==> src/sv/spci_pkg.sv <==
// ----------------------------------------------------------------------------
// spci_pkg
// Shared types and constants for the setpoint command input block: beat
// layouts, configuration and state records, register indexes, character codes.
// ----------------------------------------------------------------------------
package spci_pkg;

    typedef struct packed {
        logic [31:0] now_ms;
        logic        up_level;
        logic        down_level;
        logic        char_valid;
        logic [7:0]  char_code;
    } in_beat_t;

    typedef struct packed {
        logic [13:0] setpoint_out;
        logic [9:0]  hysteresis_out;
        logic        display_out;
        logic        status_request;
        logic        help_request;
        logic        entry_rejected;
    } out_beat_t;

    typedef struct packed {
        logic [2:0]  index;
        logic [15:0] data;
    } cfg_beat_t;

    typedef enum logic [2:0] {
        REG_SETPOINT_STEP   = 3'd0,
        REG_SETPOINT_MIN    = 3'd1,
        REG_SETPOINT_MAX    = 3'd2,
        REG_HYSTERESIS_STEP = 3'd3,
        REG_HYSTERESIS_MIN  = 3'd4,
        REG_HYSTERESIS_MAX  = 3'd5,
        REG_DEBOUNCE_MS     = 3'd6
    } reg_index_t;

    typedef struct packed {
        logic [9:0]  setpoint_step;
        logic [13:0] setpoint_min;
        logic [13:0] setpoint_max;
        logic [9:0]  hysteresis_step;
        logic [9:0]  hysteresis_min;
        logic [9:0]  hysteresis_max;
        logic [15:0] debounce_ms;
    } cfg_t;

    typedef struct packed {
        logic        up_last;
        logic        down_last;
        logic [31:0] up_press_time;
        logic [31:0] down_press_time;
        logic [3:0]  entry_count;
        logic [13:0] entry_value;
        logic        seen_point;
        logic [1:0]  fraction_digits;
        logic        parse_stopped;
        logic [13:0] held_setpoint;
        logic [9:0]  held_hysteresis;
        logic        display_enabled;
    } state_t;

    localparam cfg_t CFG_RESET = '{
        setpoint_step:   10'd50,
        setpoint_min:    14'd1500,
        setpoint_max:    14'd3500,
        hysteresis_step: 10'd25,
        hysteresis_min:  10'd25,
        hysteresis_max:  10'd500,
        debounce_ms:     16'd50
    };

    localparam state_t STATE_RESET = '{
        up_last:         1'b1,
        down_last:       1'b1,
        up_press_time:   32'd0,
        down_press_time: 32'd0,
        entry_count:     4'd0,
        entry_value:     14'd0,
        seen_point:      1'b0,
        fraction_digits: 2'd0,
        parse_stopped:   1'b0,
        held_setpoint:   14'd2500,
        held_hysteresis: 10'd100,
        display_enabled: 1'b1
    };

    localparam logic [13:0] ENTRY_SAT = 14'd16383;

    localparam logic [7:0] CH_PLUS  = 8'h2B;
    localparam logic [7:0] CH_MINUS = 8'h2D;
    localparam logic [7:0] CH_H_UC  = 8'h48;
    localparam logic [7:0] CH_H_LC  = 8'h68;
    localparam logic [7:0] CH_L_UC  = 8'h4C;
    localparam logic [7:0] CH_L_LC  = 8'h6C;
    localparam logic [7:0] CH_D_UC  = 8'h44;
    localparam logic [7:0] CH_D_LC  = 8'h64;
    localparam logic [7:0] CH_QUERY = 8'h3F;
    localparam logic [7:0] CH_SLASH = 8'h2F;
    localparam logic [7:0] CH_POINT = 8'h2E;
    localparam logic [7:0] CH_CR    = 8'h0D;
    localparam logic [7:0] CH_LF    = 8'h0A;
    localparam logic [7:0] CH_ZERO  = 8'h30;
    localparam logic [7:0] CH_NINE  = 8'h39;

endpackage

==> src/sv/spci_tick.sv <==
// ----------------------------------------------------------------------------
// spci_tick
// Next-state and result logic for one poll tick: button edges with debounce,
// single-character commands and the decimal setpoint entry.
// ----------------------------------------------------------------------------
module spci_tick #(
    parameter int ENTRY_LENGTH = 9
) (
    input  spci_pkg::state_t    state,
    input  spci_pkg::cfg_t      cfg,
    input  spci_pkg::in_beat_t  item,
    output spci_pkg::state_t    state_next,
    output spci_pkg::out_beat_t result
);

    function automatic logic [13:0] sp_up(input logic [13:0] held, input logic [9:0] step,
                                          input logic [13:0] maxv);
        logic [14:0] sum;
        begin
            sum = {1'b0, held} + {5'b0, step};
            return (sum > {1'b0, maxv}) ? maxv : sum[13:0];
        end
    endfunction

    function automatic logic [13:0] sp_down(input logic [13:0] held, input logic [9:0] step,
                                            input logic [13:0] minv);
        logic [14:0] floor_v;
        begin
            floor_v = {1'b0, minv} + {5'b0, step};
            return ({1'b0, held} < floor_v) ? minv : (held - {4'b0, step});
        end
    endfunction

    function automatic logic [9:0] hy_up(input logic [9:0] held, input logic [9:0] step,
                                         input logic [9:0] maxv);
        logic [10:0] sum;
        begin
            sum = {1'b0, held} + {1'b0, step};
            return (sum > {1'b0, maxv}) ? maxv : sum[9:0];
        end
    endfunction

    function automatic logic [9:0] hy_down(input logic [9:0] held, input logic [9:0] step,
                                           input logic [9:0] minv);
        logic [10:0] floor_v;
        begin
            floor_v = {1'b0, minv} + {1'b0, step};
            return ({1'b0, held} < floor_v) ? minv : (held - step);
        end
    endfunction

    function automatic spci_pkg::state_t clear_entry(input spci_pkg::state_t s);
        spci_pkg::state_t r;
        begin
            r                 = s;
            r.entry_count     = 4'd0;
            r.entry_value     = 14'd0;
            r.seen_point      = 1'b0;
            r.fraction_digits = 2'd0;
            r.parse_stopped   = 1'b0;
            return r;
        end
    endfunction

    always_comb
    begin
        spci_pkg::state_t s;
        logic [31:0]      up_age;
        logic [31:0]      down_age;
        logic [3:0]       digit;
        logic [17:0]      sum_v;
        logic             stat;
        logic             help;
        logic             rej;

        s        = state;
        stat     = 1'b0;
        help     = 1'b0;
        rej      = 1'b0;
        up_age   = item.now_ms - state.up_press_time;
        down_age = item.now_ms - state.down_press_time;
        digit    = 4'(item.char_code - spci_pkg::CH_ZERO);
        sum_v    = 18'd0;

        if (!item.up_level && s.up_last && (up_age >= {16'd0, cfg.debounce_ms}))
        begin
            s.up_press_time = item.now_ms;
            s.held_setpoint = sp_up(s.held_setpoint, cfg.setpoint_step, cfg.setpoint_max);
        end
        s.up_last = item.up_level;

        if (!item.down_level && s.down_last && (down_age >= {16'd0, cfg.debounce_ms}))
        begin
            s.down_press_time = item.now_ms;
            s.held_setpoint   = sp_down(s.held_setpoint, cfg.setpoint_step, cfg.setpoint_min);
        end
        s.down_last = item.down_level;

        if (item.char_valid)
        begin
            case (item.char_code) inside
                spci_pkg::CH_PLUS:
                begin
                    s = clear_entry(s);
                    s.held_setpoint = sp_up(s.held_setpoint, cfg.setpoint_step,
                                            cfg.setpoint_max);
                end
                spci_pkg::CH_MINUS:
                begin
                    s = clear_entry(s);
                    s.held_setpoint = sp_down(s.held_setpoint, cfg.setpoint_step,
                                              cfg.setpoint_min);
                end
                spci_pkg::CH_H_UC, spci_pkg::CH_H_LC:
                begin
                    s = clear_entry(s);
                    s.held_hysteresis = hy_up(s.held_hysteresis, cfg.hysteresis_step,
                                              cfg.hysteresis_max);
                end
                spci_pkg::CH_L_UC, spci_pkg::CH_L_LC:
                begin
                    s = clear_entry(s);
                    s.held_hysteresis = hy_down(s.held_hysteresis, cfg.hysteresis_step,
                                                cfg.hysteresis_min);
                end
                spci_pkg::CH_D_UC, spci_pkg::CH_D_LC:
                begin
                    s = clear_entry(s);
                    s.display_enabled = ~s.display_enabled;
                end
                spci_pkg::CH_QUERY:
                begin
                    s    = clear_entry(s);
                    stat = 1'b1;
                end
                spci_pkg::CH_SLASH:
                begin
                    s    = clear_entry(s);
                    help = 1'b1;
                end
                spci_pkg::CH_CR, spci_pkg::CH_LF:
                begin
                    if (s.entry_count != 4'd0)
                    begin
                        if ((s.entry_value >= cfg.setpoint_min) &&
                            (s.entry_value <= cfg.setpoint_max))
                        begin
                            s.held_setpoint = s.entry_value;
                        end
                        else
                        begin
                            rej = 1'b1;
                        end
                        s = clear_entry(s);
                    end
                end
                [spci_pkg::CH_ZERO:spci_pkg::CH_NINE], spci_pkg::CH_POINT:
                begin
                    if (s.entry_count < 4'(ENTRY_LENGTH))
                    begin
                        s.entry_count = s.entry_count + 4'd1;
                        if (!s.parse_stopped)
                        begin
                            if (item.char_code == spci_pkg::CH_POINT)
                            begin
                                if (s.seen_point)
                                    s.parse_stopped = 1'b1;
                                else
                                    s.seen_point = 1'b1;
                            end
                            else
                            begin
                                if (!s.seen_point)
                                begin
                                    sum_v = 18'(s.entry_value) * 18'd10
                                          + 18'(digit) * 18'd100;
                                end
                                else if (s.fraction_digits == 2'd0)
                                begin
                                    sum_v = 18'(s.entry_value) + 18'(digit) * 18'd10;
                                    s.fraction_digits = 2'd1;
                                end
                                else if (s.fraction_digits == 2'd1)
                                begin
                                    sum_v = 18'(s.entry_value) + 18'(digit);
                                    s.fraction_digits = 2'd2;
                                end
                                else
                                begin
                                    sum_v = 18'(s.entry_value);
                                end
                                s.entry_value = (sum_v > 18'(spci_pkg::ENTRY_SAT)) ?
                                                spci_pkg::ENTRY_SAT : sum_v[13:0];
                            end
                        end
                    end
                end
                default:
                begin
                    s = clear_entry(s);
                end
            endcase
        end

        state_next            = s;
        result.setpoint_out   = s.held_setpoint;
        result.hysteresis_out = s.held_hysteresis;
        result.display_out    = s.display_enabled;
        result.status_request = stat;
        result.help_request   = help;
        result.entry_rejected = rej;
    end

endmodule

==> config.mk <==
export PLATFORM = sky130hd
export DESIGN_NAME = spci_tick
export DESIGN_NICKNAME = d
export VERILOG_FILES = /design/src/sv/spci_pkg.sv /design/src/sv/spci_tick.sv
export SDC_FILE = /design/constraint.sdc
export NUM_CORES = 1
export LEC_CHECK = 0
export BUFFER_PORTS_ARGS = -buffer_cell sky130_fd_sc_hd__clkbuf_2
export CAP_MARGIN = 0
export CORE_ASPECT_RATIO = 1.25
export CORE_UTILIZATION = 40
export DETAILED_ROUTE_END_ITERATION = 8
export PLACE_DENSITY = 0.6
export SYNTH_ARGS = -nofsm -noshare
export SYNTH_HDL_FRONTEND = slang
export SYNTH_SLANG_ARGS = --single-unit
==> constraint.sdc <==
create_clock -name vclk -period 32.1
set_clock_uncertainty 0.1 [all_clocks]
set_input_delay 6.42 -clock vclk [all_inputs]
set_output_delay 6.42 -clock vclk [all_outputs]
set_load 0.1 [all_outputs]
==> impl_metrics.toml <==
[synth]
syn_nets = 2950
syn_area_per_cell_sq_um = 6.89
syn_inst = 2353
ys_top_cells_by_area = "ha_1 (26%), a21oi_1 (6.5%), o21ai_0 (5.6%)"
ys_seq_area_share_pct = 0
netlist.top_cell.by_area = "ha_1"
yosysUniqueCellTypes = 100
synth_area_sq_um = 16200
ys_warn_count = 0
synth_top_area_share_pct = 26.3

[sta]
post-route-min-period_ns = 26.21
rsz0062_at_grt = "false"
clock.fmax_mhz = 38.1
setup_tns_ns = 0
maxSlewHeadroom_pct = 19.4
hold_violations = 0
finalSetupViolations = 0
worst_pin_slew_ns = 1.21
final_max_slew_viol_count = 0
post-route-period-util_pct = 81.7
setup_slack_ns = 5.89

[clock_network]
cts_hold_buf = 0
cts_resized = 0
cts_setup_buffers = 0

[hold_path]
worstHoldPathType = "in -> out"

[setup_path]
worstPathMaxFanout = 29
slowest_stage = "a2bb2oi_2"
required_ns = 25.58
critPathMaxStageDelay_ns = 0.96
crit_arrival_ns = 19.69
critPathKind = "in -> out"
critPathTopFamily = "compound AO/OA/AOI/OAI gates"
crit_path_frequent_cell = "a21oi_1"
critPathBufInv = 4
critPathCaptureType = "primary output"
crit_path_start_kind = "primary input"

[placed_design]
numPortBuffers = 381
place.gp.congestion = 0.978
place_hpwl_um = 52100
pre_cts_slack_ns = 6.18
dpl_cell_area_sq_um = 18300

[floorplan]
die_w_um = 182
die_area_sq_um = 41300
start_util_pct = 40.5
die_y_um = 227
fp-row-count = 82
ios = 381
fp.coreArea_sq_um = 40000

[final_layout]
seq_cells = 0
nClkBuffers = 0
layout.nets = 3243
drive_above_1_share_pct = 16.8
area_growth_pct = 13.1
seq_area_sq_um = 0
post-route-cell-area_sq_um = 18300
n_antenna_cell = 0

[route]
wl_um = 60600
drc = 0
drt_first_pass_iters = 5
via_per_inst = 5.82
antenna_left = 0
vias = 18300
detail_route.iter0.violations = 942
wl_per_cell_um = 19.2

[flow_run]
maxCapViolCount = 0

[grt]
overflow = 0
grt_pass1_vias = 17600
antenna_found_initial = 0
grt.total_usage_pct = 28.0
grt_max_degree = 64
grt_pass1_wl_um = 92900

[pwr]
p_leak_uw = 0.00947
peakVddDrop_v = 0.0000278
pwr_density_cell_nw_per_um2 = 32.5

[status]
status = "finished clean"
[Yosys cell counts, types with 12 or more instances]
| cell type | count |
|---|---|
| ha_1 | 341 |
| inv_1 | 238 |
| nand2_1 | 234 |
| a21oi_1 | 209 |
| o21ai_0 | 182 |
| nor2_1 | 161 |
| xnor2_1 | 94 |
| a21o_1 | 71 |
| mux2i_1 | 58 |
| clkbuf_1 | 50 |
| nand4_1 | 46 |
| xor2_1 | 44 |
| nand3_1 | 41 |
| o21bai_1 | 40 |
| nor2b_1 | 35 |
| nor3_1 | 35 |
| nand2b_1 | 33 |
| o21a_1 | 33 |
| buf_4 | 27 |
| o221ai_1 | 24 |
| a31oi_1 | 21 |
| a22oi_1 | 18 |
| buf_2 | 17 |
| a211oi_1 | 16 |
| fa_1 | 16 |
| o211ai_1 | 15 |
| or3_1 | 15 |
| and3_1 | 13 |
| mux2_2 | 12 |
| o31ai_1 | 12 |
[per-layer routing]
| layer | GRT usage (%) | vias up | share of wire (%) |
|---|---|---|---|
| met4 | 10.6 | 0 | 4.3 |
| met2 | 52.5 | 594 | 49 |
| met1 | 33.7 | 8531 | 42 |
| met5 | 0 | - | 0 |
| met3 | 1.02 | 115 | 4.1 |
| li1 | - | 9080 | - |
[path summary, 6_finish.rpt]
path / start / cells past startpoint / slack [ns] / to
worst max-delay path: cfg[75] / 51 / 5.89 / result[24]
worst min-delay path: item[10] / 2 / 13.19 / state_next[112]
[cell usage in the layout, fill, tap and decap left out, types with 18 or more instances in the layout]
master      n
a22oi_1    18
xor2_1     44
xnor2_1    94
ha_1      341
nand2_1   234
clkbuf_2  381
a31oi_1    21
o21ai_0   181
inv_1     237
nand3_1    41
a21o_1     71
nor2_1    161
nand2b_1   33
nor2b_1    35
nor3_1     34
o21bai_1   40
mux2i_1    58
o221ai_1   24
nand4_1    46
o21a_1     33
a21oi_1   209
[power breakdown]
group          total [uW]  switching [uW]  internal (uW)  leakage [uW]
sequential              0               0              0             0
combinational         596             401            195       0.00947
clock                   0               0              0             0
[layout make-up]
| type | count | area [sq um] |
|---|---|---|
| fill | 4258 | 21700 |
| multi-input combinational | 2012 | 14800 |
| timing repair buffer | 392 | 1990 |
| inverter | 240 | 903 |
| tap | 504 | 631 |
[stage by stage]
step	hold WS (ns)	total power [uW]	util, %	cells
3_3_place_gp	13.19	583	45.8	3148
5_1_grt	13.20	646	45.8	3148
4_1_cts	13.19	591	45.8	3148
3_5_place_dp	13.19	588	45.8	3148
6_report	13.19	596	45.8	3148
2_1_floorplan	12.95	455	-	2353
[cells by family after synthesis]
logic type / after synthesis / share of synthesized area [%]
AOI/OAI and AO/OA: 768 / 30.8
xor gates and xnor gates: 138 / 7.46
adders and majority gates: 357 / 28.3
buffers and inverters: 341 / 8.72
muxes: 72 / 4.58
and+or+nand+nor: 677 / 20.1
No activity file was read; power rests on OpenSTA's default activity.
